===== src/rtl/sat_pkg.sv =====
// Shared types and codes for the section table address translator.
// No dependencies; every other file in rtl/ imports this package.
`timescale 1ns / 1ps

package sat_pkg;

  // Operation codes of an input word
  localparam logic [1:0] OP_LOAD     = 2'd0;
  localparam logic [1:0] OP_VIRT2RAW = 2'd1;
  localparam logic [1:0] OP_RAW2VIRT = 2'd2;
  localparam logic [1:0] OP_RAWSECT  = 2'd3;

  // Register map: index is paddr[3], registers are 8 bytes apart
  localparam int          PADDR_W           = 4;
  localparam int          PDATA_W           = 64;
  localparam logic        REG_IMAGE_BASE    = 1'b0;
  localparam logic        REG_SECTION_COUNT = 1'b1;

  // Width of index and count arithmetic, wide enough for 256 entries
  localparam int          CNT_W = 9;

  typedef struct packed {
    logic [1:0]  operation;
    logic [3:0]  entry_index;
    logic [63:0] entry_virt_addr;
    logic [31:0] entry_virt_size;
    logic [31:0] entry_raw_offset;
    logic [31:0] entry_raw_size;
    logic [63:0] query_addr;
  } sat_in_t;

  typedef struct packed {
    logic [63:0] result_addr;
    logic        found;
    logic [3:0]  match_index;
  } sat_out_t;

  // One table entry as stored: the virtual end carry and the 32-bit file end
  // are computed once at load time.
  typedef struct packed {
    logic [63:0] virt_addr;
    logic [31:0] virt_size;
    logic        virt_wrap;
    logic [31:0] raw_offset;
    logic [31:0] raw_end;
  } sat_entry_t;

  // Controller to datapath
  typedef struct packed {
    logic start;
    logic rd_en;
    logic eval_en;
    logic out_load;
  } sat_cmd_t;

  // Datapath to controller
  typedef struct packed {
    logic is_load;
    logic no_entries;
    logic at_last;
    logic out_free;
  } sat_stat_t;

endpackage


===== src/rtl/sat_regs.sv =====
// Configuration registers (image base, section count) behind the APB port.
// Depends on sat_pkg.
`timescale 1ns / 1ps

module sat_regs (
  input  logic                        clk_i,
  input  logic                        rst_ni,
  input  logic                        psel,
  input  logic                        penable,
  input  logic                        pwrite,
  input  logic [sat_pkg::PADDR_W-1:0] paddr,
  input  logic [sat_pkg::PDATA_W-1:0] pwdata,
  output logic [sat_pkg::PDATA_W-1:0] prdata,
  output logic                        pready,
  output logic [63:0]                 image_base_o,
  output logic [4:0]                  section_count_o
);
  import sat_pkg::*;

  logic [63:0] image_base_q;
  logic [4:0]  section_count_q;
  logic        wr_en;

  assign pready = 1'b1;
  assign wr_en  = psel & penable & pwrite;

  // Write on the access phase
  always_ff @(posedge clk_i or negedge rst_ni) begin
    if (!rst_ni) begin
      image_base_q    <= '0;
      section_count_q <= 5'd1;
    end else if (wr_en) begin
      unique case (paddr[3])
        REG_IMAGE_BASE:    image_base_q    <= pwdata;
        REG_SECTION_COUNT: section_count_q <= pwdata[4:0];
        default:           image_base_q    <= image_base_q;
      endcase
    end
  end

  // Read back
  always_comb begin
    unique case (paddr[3])
      REG_IMAGE_BASE:    prdata = image_base_q;
      REG_SECTION_COUNT: prdata = {59'd0, section_count_q};
      default:           prdata = '0;
    endcase
  end

  assign image_base_o    = image_base_q;
  assign section_count_o = section_count_q;

endmodule


===== src/rtl/sat_dp.sv =====
// Datapath: section table memory, per-entry match unit, best-match registers
// and the output word register. Depends on sat_pkg; driven by sat_ctrl.
`timescale 1ns / 1ps

module sat_dp #(
  parameter int MAX_SECTIONS = 16,
  parameter int IDX_W        = (MAX_SECTIONS > 1) ? $clog2(MAX_SECTIONS) : 1
) (
  input  logic               clk_i,
  input  logic               rst_ni,
  input  sat_pkg::sat_in_t   in_data_i,
  output sat_pkg::sat_out_t  out_data_o,
  output logic               out_valid_o,
  input  logic               out_stall_i,
  input  logic [63:0]        image_base_i,
  input  logic [4:0]         section_count_i,
  input  sat_pkg::sat_cmd_t  cmd_i,
  input  logic [IDX_W-1:0]   rd_addr_i,
  output sat_pkg::sat_stat_t stat_o
);
  import sat_pkg::*;

  localparam logic [CNT_W-1:0] MaxN = CNT_W'(MAX_SECTIONS);

  // Table memory
  sat_entry_t mem [MAX_SECTIONS];
  sat_entry_t rd_q;
  logic [IDX_W-1:0] ev_idx_q;

  // Item registers
  logic [1:0]  op_q;
  logic [63:0] qa_q;

  // Best match so far
  logic              found_q;
  logic [31:0]       off_q;
  logic [63:0]       base_q;
  logic [IDX_W-1:0]  idx_q;

  // Output word register
  logic     out_vld_q;
  sat_out_t out_q;

  logic [CNT_W-1:0] n_act;
  logic [CNT_W-1:0] sc_ext;
  logic [CNT_W-1:0] slot_ext;
  logic             slot_ok;
  logic             is_load;
  sat_entry_t       wr_entry;
  logic [64:0]      virt_end;

  logic [64:0] v_diff;
  logic        v_match;
  logic [32:0] f_diff;
  logic        f_match;
  logic        hit;
  logic [31:0] hit_off;
  logic        better;
  logic [63:0] res_addr;

  // Active entry count, capped at the table depth
  assign sc_ext   = CNT_W'(section_count_i);
  assign n_act    = (sc_ext > MaxN) ? MaxN : sc_ext;
  assign slot_ext = CNT_W'(in_data_i.entry_index);
  assign slot_ok  = slot_ext < MaxN;
  assign is_load  = in_data_i.operation == OP_LOAD;

  assign stat_o.is_load    = is_load;
  assign stat_o.no_entries = n_act == '0;
  assign stat_o.at_last    = CNT_W'(rd_addr_i) == (n_act - CNT_W'(1));
  assign stat_o.out_free   = !out_vld_q || !out_stall_i;

  // Precompute the end carry and the wrapped file end for the stored entry
  assign virt_end = {1'b0, in_data_i.entry_virt_addr} + {33'd0, in_data_i.entry_virt_size};
  always_comb begin
    wr_entry.virt_addr  = in_data_i.entry_virt_addr;
    wr_entry.virt_size  = in_data_i.entry_virt_size;
    wr_entry.virt_wrap  = virt_end[64];
    wr_entry.raw_offset = in_data_i.entry_raw_offset;
    wr_entry.raw_end    = in_data_i.entry_raw_offset + in_data_i.entry_raw_size;
  end

  // Memory write on a load, registered read during the scan
  always_ff @(posedge clk_i) begin
    if (cmd_i.start && is_load && slot_ok) begin
      mem[slot_ext[IDX_W-1:0]] <= wr_entry;
    end
    if (cmd_i.rd_en) begin
      rd_q     <= mem[rd_addr_i];
      ev_idx_q <= rd_addr_i;
    end
  end

  // Virtual match: offset below size, no end wrap, zero start skipped
  // when more than one entry is in use
  assign v_diff  = {1'b0, qa_q} - {1'b0, rd_q.virt_addr};
  assign v_match = !v_diff[64] && (v_diff[63:32] == 32'd0)
                   && (v_diff[31:0] < rd_q.virt_size) && !rd_q.virt_wrap
                   && !((n_act > CNT_W'(1)) && (rd_q.virt_addr == 64'd0));

  // File match: offset in [raw_offset, wrapped end)
  assign f_diff  = {1'b0, qa_q[31:0]} - {1'b0, rd_q.raw_offset};
  assign f_match = (qa_q[63:32] == 32'd0) && !f_diff[32]
                   && (qa_q[31:0] < rd_q.raw_end);

  assign hit     = (op_q == OP_VIRT2RAW) ? v_match : f_match;
  assign hit_off = (op_q == OP_VIRT2RAW) ? v_diff[31:0] : f_diff[31:0];
  assign better  = !found_q || (hit_off < off_q);

  // Capture the item, then keep the smallest offset; first one wins a tie
  always_ff @(posedge clk_i or negedge rst_ni) begin
    if (!rst_ni) begin
      found_q <= 1'b0;
    end else if (cmd_i.start) begin
      found_q <= is_load && slot_ok;
    end else if (cmd_i.eval_en && hit && better) begin
      found_q <= 1'b1;
    end
  end

  always_ff @(posedge clk_i) begin
    if (cmd_i.start) begin
      op_q   <= in_data_i.operation;
      qa_q   <= (in_data_i.operation == OP_VIRT2RAW)
                ? in_data_i.query_addr - image_base_i : in_data_i.query_addr;
      off_q  <= '0;
      base_q <= '0;
      idx_q  <= '0;
    end else if (cmd_i.eval_en && hit && better) begin
      off_q  <= hit_off;
      idx_q  <= ev_idx_q;
      base_q <= (op_q == OP_VIRT2RAW) ? {32'd0, rd_q.raw_offset} : rd_q.virt_addr;
    end
  end

  // Final translation add
  assign res_addr = (found_q && (op_q == OP_VIRT2RAW || op_q == OP_RAW2VIRT))
                    ? base_q + {32'd0, off_q} : 64'd0;

  // Output word: hold while stalled, drop once taken
  always_ff @(posedge clk_i or negedge rst_ni) begin
    if (!rst_ni) begin
      out_vld_q <= 1'b0;
    end else if (cmd_i.out_load) begin
      out_vld_q <= 1'b1;
    end else if (!out_stall_i) begin
      out_vld_q <= 1'b0;
    end
  end

  always_ff @(posedge clk_i) begin
    if (cmd_i.out_load) begin
      out_q.result_addr <= res_addr;
      out_q.found       <= found_q;
      out_q.match_index <= 4'(idx_q);
    end
  end

  assign out_valid_o = out_vld_q;
  assign out_data_o  = out_q;

endmodule


===== src/rtl/sat_ctrl.sv =====
// Controller: accepts words, sequences the table scan one entry per cycle
// and hands the result to the output register. Depends on sat_pkg.
`timescale 1ns / 1ps

module sat_ctrl #(
  parameter int MAX_SECTIONS = 16,
  parameter int IDX_W        = (MAX_SECTIONS > 1) ? $clog2(MAX_SECTIONS) : 1
) (
  input  logic               clk_i,
  input  logic               rst_ni,
  input  logic               in_valid_i,
  output logic               in_stall_o,
  input  sat_pkg::sat_stat_t stat_i,
  output sat_pkg::sat_cmd_t  cmd_o,
  output logic [IDX_W-1:0]   rd_addr_o
);
  import sat_pkg::*;

  localparam logic [1:0] S_IDLE = 2'd0;
  localparam logic [1:0] S_SCAN = 2'd1;
  localparam logic [1:0] S_LAST = 2'd2;
  localparam logic [1:0] S_DONE = 2'd3;

  logic [1:0]       state_q, state_d;
  logic [IDX_W-1:0] cnt_q, cnt_d;
  logic             eval_q;

  assign in_stall_o = state_q != S_IDLE;
  assign rd_addr_o  = cnt_q;

  // Next state and commands
  always_comb begin
    state_d        = state_q;
    cnt_d          = cnt_q;
    cmd_o.start    = 1'b0;
    cmd_o.rd_en    = 1'b0;
    cmd_o.eval_en  = eval_q;
    cmd_o.out_load = 1'b0;
    unique case (state_q)
      S_IDLE: begin
        if (in_valid_i) begin
          cmd_o.start = 1'b1;
          cnt_d       = '0;
          if (stat_i.is_load || stat_i.no_entries) begin
            state_d = S_DONE;
          end else begin
            state_d = S_SCAN;
          end
        end
      end
      S_SCAN: begin
        cmd_o.rd_en = 1'b1;
        if (stat_i.at_last) begin
          state_d = S_LAST;
        end else begin
          cnt_d = cnt_q + IDX_W'(1);
        end
      end
      S_LAST: begin
        state_d = S_DONE;
      end
      S_DONE: begin
        if (stat_i.out_free) begin
          cmd_o.out_load = 1'b1;
          state_d        = S_IDLE;
        end
      end
      default: state_d = S_IDLE;
    endcase
  end

  always_ff @(posedge clk_i or negedge rst_ni) begin
    if (!rst_ni) begin
      state_q <= S_IDLE;
      cnt_q   <= '0;
      eval_q  <= 1'b0;
    end else begin
      state_q <= state_d;
      cnt_q   <= cnt_d;
      eval_q  <= cmd_o.rd_en;
    end
  end

`ifndef SYNTH
  // Each evaluation follows a read issued in the previous cycle
  a_eval_after_read: assert property (@(posedge clk_i) disable iff (!rst_ni)
    cmd_o.eval_en |-> $past(cmd_o.rd_en))
    else $error("entry evaluated without a prior read");

  // The scan stops at the last active entry
  a_scan_stops: assert property (@(posedge clk_i) disable iff (!rst_ni)
    (cmd_o.rd_en && stat_i.at_last) |=> (state_q == S_LAST && !cmd_o.rd_en))
    else $error("scan ran past the last entry");

  // Loads and empty tables skip the scan
  a_no_scan: assert property (@(posedge clk_i) disable iff (!rst_ni)
    (cmd_o.start && (stat_i.is_load || stat_i.no_entries)) |=> state_q == S_DONE)
    else $error("scan started for a load or an empty table");

  // A result is only loaded when the output register can take it
  a_out_free: assert property (@(posedge clk_i) disable iff (!rst_ni)
    cmd_o.out_load |-> (stat_i.out_free && !cmd_o.eval_en))
    else $error("result loaded over a pending word");
`endif

endmodule


===== src/rtl/section_table_address_translator.sv =====
// Top level of the section table address translator: APB registers,
// controller and datapath. Depends on sat_pkg, sat_regs, sat_ctrl, sat_dp.
`timescale 1ns / 1ps

//  channel   | handshake                    | payload
//  ----------+------------------------------+----------------------------
//  input     | in_valid_i / in_stall_o      | in_data_i  (sat_in_t)
//  output    | out_valid_o / out_stall_i    | out_data_o (sat_out_t)
//  config    | psel, penable, pwrite, pready| paddr, pwdata, prdata
//
// A load word is accepted and written to the table, then its result is handed off.
// A query does one table read per active entry, n = min(section_count,
// MAX_SECTIONS); with n = 0 the scan is skipped.
// Reset clears control and the image base and sets the section count to 1; table contents are not cleared.
// A stalled output word holds; a new word is accepted once the previous
// result has moved into the output register.

module section_table_address_translator #(
  parameter int MAX_SECTIONS = 16
) (
  input  logic                        clk_i,
  input  logic                        rst_ni,
  input  logic                        in_valid_i,
  output logic                        in_stall_o,
  input  sat_pkg::sat_in_t            in_data_i,
  output logic                        out_valid_o,
  input  logic                        out_stall_i,
  output sat_pkg::sat_out_t           out_data_o,
  input  logic                        psel,
  input  logic                        penable,
  input  logic                        pwrite,
  input  logic [sat_pkg::PADDR_W-1:0] paddr,
  input  logic [sat_pkg::PDATA_W-1:0] pwdata,
  output logic [sat_pkg::PDATA_W-1:0] prdata,
  output logic                        pready
);
  import sat_pkg::*;

  localparam int IdxW = (MAX_SECTIONS > 1) ? $clog2(MAX_SECTIONS) : 1;

  logic [63:0]     image_base;
  logic [4:0]      section_count;
  sat_cmd_t        cmd;
  sat_stat_t       stat;
  logic [IdxW-1:0] rd_addr;

  sat_regs u_regs (
    .clk_i           (clk_i),
    .rst_ni          (rst_ni),
    .psel            (psel),
    .penable         (penable),
    .pwrite          (pwrite),
    .paddr           (paddr),
    .pwdata          (pwdata),
    .prdata          (prdata),
    .pready          (pready),
    .image_base_o    (image_base),
    .section_count_o (section_count)
  );

  sat_ctrl #(
    .MAX_SECTIONS (MAX_SECTIONS),
    .IDX_W        (IdxW)
  ) u_ctrl (
    .clk_i      (clk_i),
    .rst_ni     (rst_ni),
    .in_valid_i (in_valid_i),
    .in_stall_o (in_stall_o),
    .stat_i     (stat),
    .cmd_o      (cmd),
    .rd_addr_o  (rd_addr)
  );

  sat_dp #(
    .MAX_SECTIONS (MAX_SECTIONS),
    .IDX_W        (IdxW)
  ) u_dp (
    .clk_i           (clk_i),
    .rst_ni          (rst_ni),
    .in_data_i       (in_data_i),
    .out_data_o      (out_data_o),
    .out_valid_o     (out_valid_o),
    .out_stall_i     (out_stall_i),
    .image_base_i    (image_base),
    .section_count_i (section_count),
    .cmd_i           (cmd),
    .rd_addr_i       (rd_addr),
    .stat_o          (stat)
  );

endmodule


===== config.mk =====
export PLATFORM = sky130hd
export DESIGN_NAME = section_table_address_translator
export DESIGN_NICKNAME = d
export VERILOG_FILES = /design/src/rtl/sat_pkg.sv /design/src/rtl/sat_regs.sv /design/src/rtl/sat_dp.sv /design/src/rtl/sat_ctrl.sv /design/src/rtl/section_table_address_translator.sv
export SDC_FILE = /design/constraint.sdc
export NUM_CORES = 2
export LEC_CHECK = 0
export BUFFER_PORTS_ARGS = -buffer_cell sky130_fd_sc_hd__buf_2
export CAP_MARGIN = 15
export CORE_MARGIN = 5
export CORE_UTILIZATION = 55
export CTS_BUF_LIST = sky130_fd_sc_hd__clkbuf_4 sky130_fd_sc_hd__clkbuf_8
export CTS_CLUSTER_DIAMETER = 60
export DETAILED_ROUTE_END_ITERATION = 6
export PLACE_DENSITY = 0.72
export SLEW_MARGIN = 15
export SYNTH_ARGS = -nofsm -noshare
export SYNTH_HDL_FRONTEND = slang
export SYNTH_SLANG_ARGS = --single-unit

===== constraint.sdc =====
create_clock -name clk_i -period 30 [get_ports clk_i]
set_input_delay 6 -clock clk_i [delete_from_list [all_inputs] [get_ports clk_i]]
set_output_delay 6 -clock clk_i [all_outputs]
set_load 0.01 [all_outputs]

Yosys cells after proc, flatten, opt, wreduce, memory -nomap -nowiden:

Memories as Yosys holds them, arrays and structs flattened. A register that Yosys moved wholly into a read port is not among the register bits.
Index checks and enable logic that the tools add are counted.

* register bits: 317
* bits in latches: 0
* memory bits (writable): 2576
* memory bits (read-only): 0
* output and inout port bits: 136
* memories kept: 1

Memories
* u_dp.mem: depth 16, width 161, rd ports 1, clocked after Yosys merged registers in 1, wr ports 1, RTL line sat_dp.sv:26 `sat_entry_t mem [MAX_SECTIONS];`

* $add $sub $neg: 8
* $mul: 0
* divide/modulo/power cells: 0
* $lt $le $gt $ge: 6
* equal/unequal tests: 12
* shift operators: 0
* multiplexer cells: 25
* bitwise gates (word level): 3
* reduce and logical (&&, ||, !) cells: 37

Operators by type and width (count)
* 64-bit 2-to-1 mux: 2
* 64-bit one-hot mux with 2 select lines: 1
* 32-bit less-than comparator: 3
* 64-bit by 32-bit adder with 65-bit output: 1
* 64-bit by 64-bit subtractor with 65-bit output: 1
* 64-bit by 32-bit adder with 64-bit output: 1
* 32-bit zero test: 2
* 64-bit zero test: 1
* 64-bit subtractor: 1
* 32-bit by 32-bit subtractor with 33-bit output: 1
* 32-bit adder: 1
* 32-bit 2-to-1 mux: 1
* 1-bit logical AND: 13
* 1-bit 2-to-1 mux: 12
* 4-bit by 9-bit == test with 1-bit output: 1
* 9-bit by 1-bit > comparator with 1-bit output, second input constant: 1
* 9-bit zero test: 1
* 9-bit by 1-bit subtractor with 9-bit output, second input constant: 1
* 2-bit 2-to-1 mux: 4
* 4-bit 2-to-1 mux: 2
* 2-bit inequality test, second input constant: 4
* 2-bit one-hot mux with 4 select lines: 1
* 4-bit one-hot mux with 2 select lines: 1
* 1-bit zero test: 7
* other kinds (14): 27

Logic depth before layout (Yosys ltp):

* depth after elaboration: 11
* depth in mapped cells: 29
* mapped depth without buffers: 26

Hierarchy:

A second synthesis with hierarchy kept.

* cell total of the unflattened synthesis: 7619
* area total of the unflattened synthesis: 132888.7 um2

Modules (own cells, without submodules)
* sat_dp: instances 1, cells an instance 7348, area an instance 129030.0 um2, seq. area each 88414.8 um2
* sat_regs: instances 1, cells an instance 220, area an instance 3358.2 um2, seq. area each 1727.9 um2
* sat_ctrl: instances 1, cells an instance 51, area an instance 500.5 um2, seq. area each 175.2 um2

Worst setup path after synthesis:

OpenSTA, ideal clock, no wires.

* path type: input to register
* start point: in in_data_i[229] (netlist name)
* end point: mem u_dp.mem[0][0] (netlist name) (enable)
* data arrival time: 17731 ps
* data required time: 29119 ps
* path slack: 11388 ps
* stages on the path: 3
* path buffers: 0
* path through: nor2_1 > or4b_2 > nor3_1

* longest elaborated chain between the ends: 5

RTL lines
* from (decl): RTL line section_table_address_translator.sv:25 `input sat_pkg::sat_in_t in_data_i,`
* 2-bit zero test: RTL line sat_dp.sv:66 `assign is_load = in_data_i.operation == OP_LOAD;`
* 1-bit logical AND (2 in series): RTL line sat_dp.sv:85 `if (cmd_i.start && is_load && slot_ok) begin`
* 1-bit 2-to-1 mux: RTL line sat_dp.sv:85
* 1-bit 2-to-1 mux (implied by the code): RTL line sat_dp.sv:86 `mem[slot_ext[IDX_W-1:0]] <= wr_entry;`
* to (decl): RTL line sat_dp.sv:26

No other way between the ends.

Worst setup path after layout:

* start point: in paddr[3] (netlist name)
* end point: out prdata[0] (netlist name)

* longest elaborated chain between the ends: 2

RTL lines
* from (decl): RTL line section_table_address_translator.sv:32 `input logic [sat_pkg::PADDR_W-1:0] paddr,`
* 1-bit inverter (no line)
* 64-bit one-hot mux with 2 select lines *: RTL line sat_regs.sv:43 `unique case (paddr[3])`
* to (decl): RTL line section_table_address_translator.sv:34 `output logic [sat_pkg::PDATA_W-1:0] prdata,`

Mark *: on every way between the ends. The rest lies on a longest branch, timed or not.

==> summary.md <==
| Metric | Value |
|---|---|
| # hold bufs at CTS | 0 |
| Crit path DAT | 7.24 ns |
| Hold Path Class | reg2reg |
| Sinks on the clock net | 3054 |
| Drt drc | 0 |
| Syn_area_per_cell | 17.8 µm² |
| WP buf/inv | 3 |
| Worst skew pair latency | 1.13 ns |
| Vias in the first global route | 74.5k |
| YS warnings | 0 |
| First-pass GRT wire length | 514000 µm |
| CTS clock-pin slew for the worst setup and hold paths | 0.05 ns |
| Layout cells sized above 1 | 26.8% |
| CTS tree | done |
| Relative slew slack | 19.0% |
| TritonCTS Buffers | 480 |
| Layout Nets | 8766 |
| Fin. Hold Viols | 0 |
| Clock tree buffer depth | 4 |
| Starting density of the core | 55.2% |
| Worst path slowest cell | buf_4 |
| Simple-Gate Fraction of Synth Area | 4.06% |
| Ranking of synthesized cells by area | edfxtp_1 66%, mux4_2 14%, ha_1 3.4% |
| Sw Share | 31.2% |
| Synth Area in XOR/XNOR | 1.33% |
| Highest Signal Layer | met5 |
| Crit-path most repeated cell | buf_2 |
| HPWL after DPL | 223000 µm |
| Setup TNS | 0 ns |
| P_leak | 49.6 nW |
| Buffers on Ports | 436 |
| Overall global routing resource usage | 28.5% |
| Minimum clock period | 13.24 ns |
| Final Setup Violations | 0 |
| Post-synthesis adder-cell area fraction | 3.47% |
| Final period utilization | 44.1% |
| Post_cts resized | 0 |
| Die width | 498 µm |
| Endpoint class of the critical path | output pin |
| CTS H-tree lvls | 5 |
| Core ar. | 238000 µm² |
| Delay-heaviest family, CP | buffers and inverters |
| Initial DRC count | 9087 |
| Compound-Gate Fraction of Synth Area | 5.53% |
| DRT met1 WL | 141000 µm |
| Max cap viols | 0 |
| Predominant post-synthesis flop cell | edfxtp_1 |
| RSZ-0062 raised after global routing | false |
| Area grow syn2layout | 12.0% |
| Least-Margin Pin Slew | 1.21 ns |
| Vias per std cell | 6.45 |
| Pin count of the biggest net entering global routing | 153 |
| Final core utilization | 61.8% |
| EDFF count, synth | 2876 |
| Outcome | finished clean |
| Total grt overflow | 0 |
| Critical path, cell by cell | buf_2 -> buf_4 -> mux2_2 -> buf_2 |
| Metal3 WL | 34000 µm |
| Main combinational cell family by area after synthesis | multiplexers |
| Antenna Nets Post-Route | 0 |
| Crit path kind | in2out |
| Initial antenna violation count | 32 |
| Post-synthesis register bit count | 3054 |
| Max Fclk | 75.6 MHz |
| Pwr dens | 80.9 nW/µm² |
| Seq pwr share | 44.1% |
| Root Buffer | clkbuf_8 |
| DIE AREA | 248000 µm² |
| Drt pass-1 iters | 7 |
| Sw Pwr | 3.71 mW |
| Placer Congestion | 0.989 |
| Worst path max stage delay | 0.55 ns |
| Die Y | 498 µm |
| Placed insts | 10.8k |
| Cell Area, Synth | 131000 µm² |
| Num ports | 441 |
| Startpoint types | input port |
| Post-CTS Setup Bufs | 0 |
| Post-synth top area share | 65.9% |
| PnR Total Power | 11.9 mW |
| Critical Path RT | 24.00 ns |
| Worst-path maximum fanout | 70 |
| IR Drop Worst-Case VDD | 0.0702 mV |
| Fin cells | 11.7k |
| Post-synthesis mux area share | 14.8% |
| Internal power | 8.17 mW |
| Clock power frac | 29.1% |
| Post-synthesis cell type count | 97 |
| FP Rows | 179 |
| Met2 WL | 170000 µm |
| DRT Wirelength | 358000 µm |
| WL per Instance | 30.7 µm |
| Syn_nets | 8048 |
| Routed via count | 75.2k |
| Combinational power share | 26.8% |
| Sequential-to-total area share from yosys stat | 68.9% |
| Synth async-reset ratio | 2.55% |
| Post-Syn Instances | 7382 |
| Final slew viol count | 0 |
| Setup Skew | 0.0997 ns |
| Synth area leader | edfxtp_1 |
[state kept, by name (all words and copies together), names as in the netlist]
| register | cells |
|---|---|
| u_dp.base_q | 64 |
| u_dp.qa_q | 64 |
| u_dp.out_valid_o | 1 |
| u_dp.ev_idx_q | 4 |
| u_ctrl.rd_addr_o | 4 |
| u_dp.out_data_o | 69 |
| u_regs.section_count_o | 5 |
| u_dp.off_q | 32 |
| u_dp.rd_q | 161 |
| u_ctrl.state_q | 2 |
| u_regs.image_base_o | 64 |
| u_dp.op_q | 2 |
| u_dp.mem | 2576 |
| u_ctrl.eval_q | 1 |
| u_dp.idx_q | 4 |
| u_dp.found_q | 1 |
[logic make-up (layout without fill, tap and decap cells)]
group	Yosys count	after routing
muxes	922	922
AOI/OAI and AO/OA	1098	1098
adders and majority gates	361	361
xor gates and xnor gates	199	199
buffers and inverters	651	1751
and+or+nand+nor	1096	1096
DFF	3054	3054
other	1	17
[through the flow]
step           setup WS [ns]  cell area (µm²)  hold slack [ns]
6_report               16.77           147000            0.441
4_1_cts                16.78           147000            0.442
2_1_floorplan          11.39           131000            0.408
3_5_place_dp           16.78           137000            0.429
3_3_place_gp           16.84           137000            0.422
5_1_grt                16.74           147000            0.457
[power by group through the flow]
stage	logic [mW]	registers [mW]	clock network (mW)
finish	3.18	5.24	3.46
global placement	3.08	5.31	0
global route	3.42	5.24	3.73
detailed placement	3.14	5.31	0
floorplan	2.17	5.20	0
CTS	3.15	5.23	3.51
[placed cells by master, fill, tap and decap left out, types with 72 or more instances in the layout]
| cell type | instances |
|---|---|
| edfxtp_1 | 2876 |
| buf_2 | 435 |
| clkinv_1 | 109 |
| inv_1 | 327 |
| o21ai_0 | 251 |
| mux2_2 | 78 |
| a21oi_1 | 277 |
| clkbuf_4 | 178 |
| xnor2_1 | 112 |
| nand4_1 | 72 |
| clkbuf_8 | 494 |
| buf_4 | 114 |
| dfxtp_1 | 100 |
| ha_1 | 354 |
| nand2_1 | 340 |
| dfrtp_1 | 73 |
| a21o_1 | 112 |
| nor2_1 | 255 |
| mux4_2 | 805 |
[layer usage]
metal  track usage, %  vias to the layer above
met2             44.7                     4274
met1             40.7                    38900
met4             9.80                        8
met3             5.36                      604
met5                0                        -
li1                 -                    31400
[synthesized netlist by cell type, types with 100 or more instances]
cell type  number
mux4_2        805
inv_1         327
edfxtp_1     2876
a21oi_1       277
clkbuf_1      212
a21o_1        113
nor2_1        267
xnor2_1       126
nand2_1       341
dfxtp_1       100
ha_1          356
o21ai_0       252
[worst paths after layout]
path                                     from                      end  slack (ns)  cells after the start
max in group asynchronous              rst_ni  u_regs.image_base_o[34]       24.08                      2
worst max register to register   u_dp.qa_q[2]           u_dp.off_q[23]       20.51                     25
worst min register to register  u_dp.idx_q[2]       u_dp.out_data_o[2]        0.44                      0
worst max-delay path                 paddr[3]                prdata[0]       16.77                      4
worst min-delay path            u_dp.idx_q[2]       u_dp.out_data_o[2]        0.44                      0
min in group asynchronous              rst_ni  u_regs.image_base_o[48]        4.79                      1
[cell type report]
class                           instances  area (µm²)
Fill cell                           16700       90800
Sequential cell                      3054       90300
Multi-Input combinational cell       3677       38600
Clock buffer                          671        8130
Tap cell                             3167        3960
Timing Repair Buffer                  558        3200
Clock inverter                        193        1290
Inverter                              329        1240
Antenna cell                           16        40.0
(Power assumes the default switching activity.)
